<file path="src/hw/rtl/twin_presence_shelf_life_monitor_top_macros.svh">
// Assertion macros for the monitor RTL.
// Depends on nothing; included by the modules that carry assertions.
`ifndef TWIN_PRESENCE_SHELF_LIFE_MONITOR_TOP_MACROS_SVH
`define TWIN_PRESENCE_SHELF_LIFE_MONITOR_TOP_MACROS_SVH

// Antecedent and consequent in the same cycle.
`define TPSLM_ASSERT_SAME(label, clk, rst_n, ante, cons) \
    label: assert property (@(posedge clk) disable iff (!rst_n) (ante) |-> (cons)) \
        else $error("tpslm assertion failed");

// Consequent checked in the cycle after the antecedent.
`define TPSLM_ASSERT_NEXT(label, clk, rst_n, ante, cons) \
    label: assert property (@(posedge clk) disable iff (!rst_n) (ante) |=> (cons)) \
        else $error("tpslm assertion failed");

`endif

</file>
<file path="src/hw/rtl/tpslm_pkg.sv">
// Package for the twin presence and shelf-life monitor: beat types, codes and constants.
// Depends on nothing; used by tpslm_core and the top level.
package tpslm_pkg;

    localparam logic [2:0] ACT_TICK      = 3'd0;
    localparam logic [2:0] ACT_HEARTBEAT = 3'd1;
    localparam logic [2:0] ACT_FORCE     = 3'd2;
    localparam logic [2:0] ACT_REPORT    = 3'd3;
    localparam logic [2:0] ACT_OFFLINE   = 3'd4;

    localparam logic [1:0] EV_NONE     = 2'd0;
    localparam logic [1:0] EV_LINK_ERR = 2'd1;
    localparam logic [1:0] EV_CLEARED  = 2'd2;

    localparam logic [1:0] ST_OK      = 2'd0;
    localparam logic [1:0] ST_WARMUP  = 2'd1;
    localparam logic [1:0] ST_BAD_LEN = 2'd2;

    localparam logic [15:0] PRESENT_EVENT_AT = 16'd10;
    localparam logic [14:0] LOST_DROP_AT     = 15'd3;
    localparam logic [14:0] LOST_CLEAR_AT    = 15'd4;
    localparam logic [15:0] FOLD_ABOVE       = 16'd20000;
    localparam logic [15:0] FOLD_TO          = 16'd10000;
    localparam logic [14:0] LOST_FOLD_ABOVE  = 15'd20000;
    localparam logic [14:0] LOST_FOLD_TO     = 15'd10000;
    localparam logic [7:0]  CORRECT_PHASE    = 8'd1;
    localparam logic [15:0] STALE_ABOVE      = 16'd300;
    localparam logic [31:0] WARMUP_BELOW     = 32'd70;
    localparam logic [14:0] LOST_RESET       = 15'd100;
    localparam logic [16:0] ADOPT_MARGIN     = 17'd10;
    localparam logic [15:0] ADOPT_LIMIT      = 16'd10000;

    typedef struct packed {
        logic [2:0]  action;
        logic        twin_present;
        logic        length_ok;
        logic [15:0] peer_own_uptime;
        logic [15:0] peer_seen_uptime;
        logic [31:0] peer_run_seconds;
        logic [15:0] force_value;
    } item_t;

    typedef struct packed {
        logic [1:0]  event_code;
        logic [1:0]  status;
        logic [15:0] own_uptime;
        logic [15:0] twin_uptime;
        logic [15:0] freshness;
        logic [31:0] twin_run;
    } result_t;

    function automatic logic [15:0] sat_inc16(input logic [15:0] v);
        return (v == 16'hffff) ? v : v + 16'd1;
    endfunction

endpackage

</file>
<file path="src/hw/rtl/twin_presence_shelf_life_monitor_top.sv">
// Top level of the twin presence and shelf-life monitor: input and result registers.
// Depends on tpslm_pkg and tpslm_core.
//
//  Channel | Valid        | Stall        | Beat
//  --------+--------------+--------------+---------------------------
//  input   | item_valid   | item_stall   | item (tpslm_pkg::item_t)
//  result  | res_valid    | res_stall    | res  (tpslm_pkg::result_t)
//
// Items go through the input and result registers; one is accepted per cycle unless stalled.
// The state update happens as the item moves from the input register into the result register.
// A stalled result holds; the input register then fills and item_stall rises.
// Reset empties both registers and loads the counters with their start values.
module twin_presence_shelf_life_monitor_top
(
    input  logic               clk,
    input  logic               rst_n,
    input  logic               item_valid,
    output logic               item_stall,
    input  tpslm_pkg::item_t   item,
    output logic               res_valid,
    input  logic               res_stall,
    output tpslm_pkg::result_t res
);

    logic               in_valid_reg;
    logic               in_valid_next;
    tpslm_pkg::item_t   in_reg;
    logic               res_valid_reg;
    logic               res_valid_next;
    tpslm_pkg::result_t res_reg;
    tpslm_pkg::result_t core_res;
    logic               adv;
    logic               take;

    assign adv        = in_valid_reg && (!res_valid_reg || !res_stall);
    assign item_stall = in_valid_reg && !adv;
    assign take       = item_valid && !item_stall;

    always_comb
    begin
        in_valid_next = in_valid_reg;
        if (take)
        begin
            in_valid_next = 1'b1;
        end
        else if (adv)
        begin
            in_valid_next = 1'b0;
        end
        res_valid_next = res_valid_reg;
        if (adv)
        begin
            res_valid_next = 1'b1;
        end
        else if (!res_stall)
        begin
            res_valid_next = 1'b0;
        end
    end

    always_ff @(posedge clk or negedge rst_n)
    begin
        if (!rst_n)
        begin
            in_valid_reg  <= 1'b0;
            res_valid_reg <= 1'b0;
        end
        else
        begin
            in_valid_reg  <= in_valid_next;
            res_valid_reg <= res_valid_next;
        end
    end

    always_ff @(posedge clk)
    begin
        if (take)
        begin
            in_reg <= item;
        end
        if (adv)
        begin
            res_reg <= core_res;
        end
    end

    tpslm_core u_core
    (
        .clk   (clk),
        .rst_n (rst_n),
        .en    (adv),
        .item  (in_reg),
        .res   (core_res)
    );

    assign res_valid = res_valid_reg;
    assign res       = res_reg;

endmodule

</file>
<file path="src/hw/rtl/tpslm_core.sv">
// Counter state of the monitor and the single-pass update for one item.
// Depends on tpslm_pkg and the assertion macro header.
`include "twin_presence_shelf_life_monitor_top_macros.svh"

module tpslm_core
(
    input  logic             clk,
    input  logic             rst_n,
    input  logic             en,
    input  tpslm_pkg::item_t item,
    output tpslm_pkg::result_t res
);

    logic [15:0] own_reg, own_next;
    logic [15:0] twin_reg, twin_next;
    logic [14:0] lost_reg, lost_next;
    logic [15:0] fresh_reg, fresh_next;
    logic [31:0] run_reg, run_next;
    logic [1:0]  ev;
    logic [1:0]  st;

    always_comb
    begin
        own_next   = own_reg;
        twin_next  = twin_reg;
        lost_next  = lost_reg;
        fresh_next = fresh_reg;
        run_next   = run_reg;
        ev         = tpslm_pkg::EV_NONE;
        st         = tpslm_pkg::ST_OK;
        case (item.action)
            tpslm_pkg::ACT_TICK:
            begin
                fresh_next = tpslm_pkg::sat_inc16(fresh_reg);
                own_next   = tpslm_pkg::sat_inc16(own_reg);
                if (item.twin_present)
                begin
                    twin_next = tpslm_pkg::sat_inc16(twin_reg);
                    if (twin_next > tpslm_pkg::PRESENT_EVENT_AT)
                    begin
                        lost_next = '0;
                    end
                    else if (twin_next == tpslm_pkg::PRESENT_EVENT_AT)
                    begin
                        ev = tpslm_pkg::EV_LINK_ERR;
                    end
                end
                else
                begin
                    lost_next = lost_reg + 15'd1;
                    if (lost_next >= tpslm_pkg::LOST_DROP_AT)
                    begin
                        twin_next = '0;
                        run_next  = '0;
                        if (lost_next == tpslm_pkg::LOST_CLEAR_AT)
                        begin
                            ev = tpslm_pkg::EV_CLEARED;
                        end
                        else if (lost_next > tpslm_pkg::LOST_FOLD_ABOVE)
                        begin
                            lost_next = tpslm_pkg::LOST_FOLD_TO;
                        end
                    end
                end
                // The correction pass runs once in every 256 seconds of own uptime.
                if (own_next[7:0] == tpslm_pkg::CORRECT_PHASE)
                begin
                    if (own_next > tpslm_pkg::FOLD_ABOVE)
                    begin
                        own_next = tpslm_pkg::FOLD_TO;
                    end
                    if (twin_next > tpslm_pkg::FOLD_ABOVE)
                    begin
                        twin_next = tpslm_pkg::FOLD_TO;
                    end
                    if (!item.twin_present || fresh_next > tpslm_pkg::STALE_ABOVE)
                    begin
                        twin_next = '0;
                        run_next  = '0;
                    end
                end
            end
            tpslm_pkg::ACT_HEARTBEAT:
            begin
                if (!item.length_ok)
                begin
                    st = tpslm_pkg::ST_BAD_LEN;
                end
                else
                begin
                    if ({1'b0, item.peer_seen_uptime} > ({1'b0, own_reg} + tpslm_pkg::ADOPT_MARGIN)
                        && own_reg < tpslm_pkg::ADOPT_LIMIT)
                    begin
                        own_next = item.peer_seen_uptime;
                    end
                    if ({1'b0, item.peer_own_uptime} > ({1'b0, twin_reg} + tpslm_pkg::ADOPT_MARGIN)
                        && twin_reg < tpslm_pkg::ADOPT_LIMIT)
                    begin
                        twin_next = item.peer_own_uptime;
                    end
                    run_next   = item.peer_run_seconds;
                    fresh_next = '0;
                    st = (item.peer_run_seconds < tpslm_pkg::WARMUP_BELOW) ?
                         tpslm_pkg::ST_WARMUP : tpslm_pkg::ST_OK;
                end
            end
            tpslm_pkg::ACT_FORCE:
            begin
                if (own_reg < item.force_value)
                begin
                    own_next = item.force_value;
                end
            end
            tpslm_pkg::ACT_REPORT:
            begin
                if (fresh_reg > tpslm_pkg::FOLD_ABOVE)
                begin
                    fresh_next = tpslm_pkg::FOLD_ABOVE;
                end
            end
            tpslm_pkg::ACT_OFFLINE:
            begin
                run_next = '0;
            end
            default:
            begin
                own_next = own_reg;
            end
        endcase
    end

    always_ff @(posedge clk or negedge rst_n)
    begin
        if (!rst_n)
        begin
            own_reg   <= '0;
            twin_reg  <= '0;
            lost_reg  <= tpslm_pkg::LOST_RESET;
            fresh_reg <= '0;
            run_reg   <= '0;
        end
        else if (en)
        begin
            own_reg   <= own_next;
            twin_reg  <= twin_next;
            lost_reg  <= lost_next;
            fresh_reg <= fresh_next;
            run_reg   <= run_next;
        end
    end

    assign res.event_code  = ev;
    assign res.status      = st;
    assign res.own_uptime  = own_next;
    assign res.twin_uptime = twin_next;
    assign res.freshness   = fresh_next;
    assign res.twin_run    = run_next;

    // The loss counter is folded before it can pass the fold threshold.
    `TPSLM_ASSERT_SAME(a_lost_bounded, clk, rst_n, 1'b1, lost_reg <= tpslm_pkg::LOST_FOLD_ABOVE)
    // A clear event always drops the partner state.
    `TPSLM_ASSERT_NEXT(a_clear_drops, clk, rst_n,
        en && item.action == tpslm_pkg::ACT_TICK && ev == tpslm_pkg::EV_CLEARED,
        twin_reg == '0 && run_reg == '0)
    // A good heartbeat restarts the freshness count.
    `TPSLM_ASSERT_NEXT(a_hb_fresh, clk, rst_n,
        en && item.action == tpslm_pkg::ACT_HEARTBEAT && item.length_ok,
        fresh_reg == '0)

endmodule

</file>
<file path="config.mk">
export PLATFORM = sky130hd
export DESIGN_NAME = twin_presence_shelf_life_monitor_top
export DESIGN_NICKNAME = d
export VERILOG_FILES = /design/src/hw/rtl/tpslm_pkg.sv /design/src/hw/rtl/twin_presence_shelf_life_monitor_top.sv /design/src/hw/rtl/tpslm_core.sv
export VERILOG_INCLUDE_DIRS = /design/src /design/src/hw/rtl
export SDC_FILE = /design/constraint.sdc
export NUM_CORES = 1
export LEC_CHECK = 0
export CELL_PAD_IN_SITES_DETAIL_PLACEMENT = 0
export CELL_PAD_IN_SITES_GLOBAL_PLACEMENT = 1
export CORE_MARGIN = 8
export CORE_UTILIZATION = 23
export DETAILED_ROUTE_END_ITERATION = 7
export DONT_BUFFER_PORTS = 1
export HOLD_SLACK_MARGIN = 0.15
export PLACE_DENSITY = 0.48
export SLEW_MARGIN = 20
export SYNTH_ARGS = -nofsm -noshare
export SYNTH_HDL_FRONTEND = slang
export SYNTH_SLANG_ARGS = --single-unit
</file>
<file path="constraint.sdc">
create_clock -name clk -period 6.6 [get_ports clk]
set_clock_uncertainty 0.1 [all_clocks]
set_input_delay 0.33 -clock clk [delete_from_list [all_inputs] [get_ports clk]]
set_output_delay 0.33 -clock clk [all_outputs]
set_load 0.005 [all_outputs]
</file>
==> results.md, run 1 <==
* DR vias/cell at 5.07
* Core Area at 65900 um2
* Initial antenna violation count at 5
* Final setup vio count at 0
* Register area share after synthesis at 0.489
* #FFs+latches synth at 266
* Final Critical Period at 5.00 ns
* Starting density of the core at 0.233
* Standard-cell rows at 94
* Post-synth top flop: edfxtp_1
* Largest family of logic cells by synthesized area: compound AO/OA/AOI/OAI gates
* # IOs at 175
* Slew Limit Headroom at 0.257
* Area grow syn2layout at 18.6%
* Clock buffer depth at 3
* Pint at 3.66 mW
* Worst slew pin tran at 1.11 ns
* Mapped Cells at 1514
* Post-synthesis xor/xnor area fraction at 0.0285
* Worst EP required at 6.77 ns
* Syn_nets at 1659
* # DRC at 0
* Syn Area/Cell at 10.1 um2
* Number of max-cap violations at 0
* Critical Path AT at 5.18 ns
* Vias in the first global route at 12.3k
* Clk sinks at 266
* Peak Freq at 200 MHz
* CP Class: reg2reg
* Power density over cell area at 305 nW/um2
* Sw frac at 0.342
* Worst slack, placed at 1.63 ns
* Final nets at 1695
* Post-Synth Simple-Gate Area at 0.165
* Level count of the clock H-tree at 2
* Routed Antenna Nets at 0
* Crit path max fanout at 17
* Max reg flops at 85
* Cell variety after synth at 95
* Final period util at 0.758
* Drt pass-1 iters at 6
* Die span in y at 274 um
* CTS Buf Count at 36
* DP HPWL at 38.4 mm
* Hold crit path type: in2reg
* Post-layout total power at 5.55 mW
* Setup TNS at 0 ns
* NetSw at 1.90 mW
* Largest net degree at the start of global routing at 98
* I/O Buffers at 0
* Root Buffer: clkbuf_16
* Worst Setup Start Kind: flip-flop
* FF-to-FF Start: u_core.own_reg[5]
* Synthesized area at 15300 um2
* Synth Area in Adders at 0.0457
* Leak at 6.74 nW
* EDFF count, synth at 169
* Crit path from: u_core.own_reg[5]
* Peak supply drop at 0.197 mV
* Seq pwr share at 0.425
* DRT iter0 DRCs at 749
* Status: finished clean
* Average wire per standard cell at 22.4 um
* Routed vias at 12.4k
* Width of the die at 274 um
* Slew Viols, Final at 0
* Hold path start: item_valid
* Final Hold Fails at 0
* Combinational share of power at 0.226
* Hold_ws at 0.251 ns
* First-pass GRT wire length at 81.8 mm
* Tot GR Track Use at 0.141
* Clock power frac at 0.349
* RSZ-0062 raised after global routing: false
* Synth Area in Compound Gates at 0.205
* Async SR Flop Fraction at 0.365
* Final Non-Filler Cells at 2445
* Post-route setup slack at 1.60 ns
* Clock Latency Late Sink at 0.57 ns
* Register-to-register setup slack at 1.60 ns
* Clock slew at reported path FFs at 0.06 ns
* Global route overflow at 0
* Crit. End Element: flip-flop
* Share of layout cells above drive strength 1 at 0.0779
* CTS tree: yes
* Die area at 75200 um2
* YS warnings at 0
* Drt total wl at 54.8 mm
* Placed cells at 2286
* Mux cell area share after synthesis at 0.0225
* Gpl congestion at 0.879
[critical path, cell delays in order, from the launching register on]
cell and delay (ns):
dfrtp_1 0.70, nand3_1 0.23, nor3b_1 0.66, nand2_1 0.19, xor2_1 0.18, ha_1 0.32, a211oi_1 0.36, nand2b_1 0.12
a221oi_1 0.22, o21a_1 0.21, a21o_1 0.19, nor3_2 0.14, a222oi_1 0.49, a21boi_0 0.39, o21ai_0 0.21
[final cells by class]
class	instances	area (um2)
Sequential cell	266	7510
Tap cell	864	1080
Antenna cell	3	7.51
Fill cell	6930	47700
Inverter	50	190
Clock buffer	47	962
Clock inverter	19	216
Timing Repair Buffer	107	1050
Multi-Input combinational cell	1089	7190
[metal layers]
layer / GRT usage / vias up / routed length, um
li1: - / 5805 / -
met1: 0.184 / 6209 / 24600
met2: 0.234 / 303 / 26200
met3: 0.0305 / 73 / 2790
met4: 0.0363 / 4 / 1160
met5: 0 / - / 23
[power by group through the flow]
stage	clock, mW	combinational [mW]	sequential, mW
floorplan	0	1.00	2.15
global placement	0	1.21	2.40
detailed placement	0	1.20	2.39
CTS	2.02	1.27	2.36
global route	2.08	1.41	2.40
finish	1.94	1.26	2.36
[what timing repair did]
action / CTS / global route
endpoints found under the hold margin: 184 / 0
hold buffers: 90 / 0
setup buffers: 0 / 0
gates resized for setup: 0 / 0
[Yosys cell counts (22+ instances only)]
cell type | n | share of area
a21o_1 | 24 | 0.012
nor3_1 | 37 | 0.012
xnor2_1 | 28 | 0.016
a21oi_1 | 69 | 0.023
a22o_1 | 71 | 0.041
inv_1 | 49 | 0.012
edfxtp_1 | 169 | 0.33
dfrtp_1 | 94 | 0.15
o21ai_0 | 95 | 0.031
ha_1 | 56 | 0.046
nand2_1 | 140 | 0.034
nand3_1 | 51 | 0.017
clkbuf_1 | 73 | 0.018
xor2_1 | 22 | 0.013
nand4_1 | 26 | 0.011
nor2_1 | 117 | 0.029
a31oi_1 | 26 | 0.011
and3_1 | 23 | 0.0094
[stage by stage]
step	instance area, um2	util
floorplan	15300	-
finish	18200	0.276
global route	18200	0.276
global placement	16100	0.244
CTS	18200	0.276
detailed placement	16100	0.244
[cell usage in the layout (no fill, tap or decap), types with 9 or more instances in the layout]
master         count
a211oi_1          16
a21o_1            24
a21oi_1           69
a22o_1            71
a31oi_1           26
and2_1            17
and3_1            22
and4_1            10
buf_4             17
clkbuf_1           9
clkbuf_16         36
dfrtp_1           94
dlygate4sd3_1     89
edfxtp_1         169
ha_1              56
inv_1             48
mux2_2            12
mux2i_1           21
nand2_1          140
nand2b_1          13
nand3_1           51
nand4_1           26
nor2_1           114
nor3_1            36
nor4_1            14
o211ai_1          12
o21a_1            11
o21ai_0           95
o22a_1            14
o31ai_1           12
or3_1             11
xnor2_1           28
xor2_1            22
[kinds of logic (layout without fill, tap and decap cells)]
group           Yosys count  in the layout
simple gates            504            504
buf+inv                 159            223
other cells               0              3
xor+xnor                 50             50
compound gates          446            446
fa+ha+maj                56             56
flops                   266            266
mux                      33             33
[final timing paths]
kind                                             to  cells after the start
worst max-delay path                        res[71]                     14
worst min-delay path                     in_reg[80]                      1
worst max register to register              res[71]                     14
worst min register to register   u_core.run_reg[19]                      1
max in group asynchronous        u_core.own_reg[15]                      2
min in group asynchronous       u_core.fresh_reg[7]                      2
No activity file was read; power rests on OpenSTA's default activity.
==> run 2, diff against run 1 <==
==> constraint.sdc (replaced) <==
create_clock -name clk -period 4.7 [get_ports clk]
set_clock_uncertainty 0.1 [all_clocks]
set_input_delay 0.235 -clock clk [delete_from_list [all_inputs] [get_ports clk]]
set_output_delay 0.235 -clock clk [all_outputs]
set_load 0.005 [all_outputs]
==> results.md, run 2 (synthesis gave the netlist of run 1 again) <==
* Status: finished clean
* DP HPWL at 40.0 mm
* Pint at 5.33 mW
* Share of layout cells above drive strength 1 at 0.108
* CTS tree: yes
* Critical Path AT at 4.46 ns
* Final Hold Fails at 0
* Most frequent cells in the layout: edfxtp_1 (169), nand2_1 (140), nor2_1 (113), o21ai_0 (94), dfrtp_1 (94)
* Fin util at 0.282
* NetSw at 2.72 mW
* Clock buffer depth at 3
* Tot GR Track Use at 0.146
* Number of max-cap violations at 0
* Slew Viols, Final at 0
* Most common cell after layout, fill and taps aside: edfxtp_1
* Drt pass-1 iters at 5
* Gpl congestion at 0.888
* Postcts setup bufs at 0
* Power density over cell area at 433 nW/um2
* Level count of the clock H-tree at 2
* CTS Buf Count at 36
* Hold crit path type: in2reg
* Hold_ws at 0.201 ns
* Final Critical Period at 4.27 ns
* Crit path max fanout at 18
* Peak supply drop at 0.290 mV
* DRT iter0 DRCs at 860
* Final Non-Filler Cells at 2490
* Sw frac at 0.337
* Worst slew pin tran at 0.904 ns
* Largest net degree at the start of global routing at 98
* Clock power frac at 0.352
* Die span in y at 274 um
* Placed cells at 2331
* First-pass GRT wire length at 84.6 mm
* # IOs at 175
* Seq pwr share at 0.392
* Final setup vio count at 0
* FF+latch area at 7510 um2
* Design Area, Final at 18600 um2
* Average wire per standard cell at 22.7 um
* Dpl cell area at 16400 um2
* Register-to-register setup slack at 0.43 ns
* Vias in the first global route at 12.7k
* Clk sinks at 266
* Width of the die at 274 um
* DR vias/cell at 5.03
* Worst Setup Start Kind: flip-flop
* Combinational share of power at 0.256
* Die area at 75200 um2
* CP Class: reg2reg
* # DRC at 0
* Area grow syn2layout at 21.1%
* Final period util at 0.908
* Peak Freq at 234 MHz
* Routed Antenna Nets at 0
* Core Area at 65900 um2
* Starting density of the core at 0.233
* I/O Buffers at 0
* Routed vias at 12.5k
* Drt total wl at 56.5 mm
* Leak at 6.99 nW
* Worst EP required at 4.89 ns
* Crit. End Element: flip-flop
* Max reg flops at 85
* Standard-cell rows at 94
* Clock slew at reported path FFs at 0.07 ns
* Multi-input logic area at 7210 um2
* Global route overflow at 0
* Final nets at 1740
* Initial antenna violation count at 6
* Root Buffer: clkbuf_16
* Number of fill cells at 6875
* Slew Limit Headroom at 0.397
* Clock Latency Late Sink at 0.57 ns
[run 2: changes by cell type in the layout (fill, tap and decap cells not counted), moves of 2 or more]
cell / change
buf_4: +45
bufinv_16: +2
clkinv_1: -3
clkinv_16: -2
clkinv_4: +3
clkinvlp_4: -2
[run 2: per-stage QoR]
stage / total power [mW] / setup WS [ns] / TNS [ns]
finish: 8.05 / 0.431 / 0
global route: 8.51 / -0.00665 / -0.00665
CTS: 8.19 / 0.0979 / 0
detailed placement: 5.17 / 0.133 / 0
global placement: 5.19 / 0.291 / 0
floorplan: 4.43 / 0.771 / 0
[run 2: per-layer routing]
metal | track usage | vias to the layer above | share of wire
met5 | 0 | - | 0.00071
met4 | 0.0433 | 6 | 0.027
met3 | 0.0282 | 82 | 0.045
met2 | 0.239 | 297 | 0.47
met1 | 0.194 | 6233 | 0.45
li1 | - | 5913 | -
[run 2: cell type report]
type	instances	area share
well taps	864	0.0582
inverters	50	0.0102
multi-input cells	1089	0.388
flip-flops and latches	266	0.404
clock inverters	20	0.0135
clock buffers	46	0.0516
repair buffers	152	0.0745
diodes	3	0.000404
[run 2: power groups by stage]
stage,Clock (mW),Sequential (mW),Combinational [mW]
2_1_floorplan,0,3.02,1.40
3_3_place_gp,0,3.21,1.98
3_5_place_dp,0,3.21,1.97
4_1_cts,2.95,3.16,2.07
5_1_grt,3.03,3.20,2.28
6_report,2.84,3.16,2.06
[run 2: worst paths after layout]
check,startpoint,endpoint,depth (start not counted)
setup / recovery,u_core.twin_reg[4],res[52],15
hold / removal,item[29],in_reg[29],1
setup reg to reg,u_core.twin_reg[4],res[52],15
hold reg to reg,in_valid_reg,res_valid,1
max in group asynchronous,rst_n,u_core.run_reg[3],2
min in group asynchronous,rst_n,u_core.lost_reg[7],2
[run 2: critical path: stages (launching register included)]
cell and delay (ns):
dfrtp_1 0.60, and4_1 0.38, o21ai_0 0.29, nor2_1 0.21, xnor2_1 0.14, ha_1 0.26, nand4_1 0.17, nor2_1 0.08
a21oi_1 0.20, nand3_1 0.10, a21oi_1 0.23, nor2b_2 0.21, buf_4 0.30, mux2i_1 0.37, o21ai_0 0.17, a2bb2oi_1 0.18
[run 2: repair_timing]
item	4_1_cts	5_1_grt
endpoints found under the setup margin	0	13
endpoints found under the hold margin	184	0
resized for setup	0	4
hold buffers	90	0
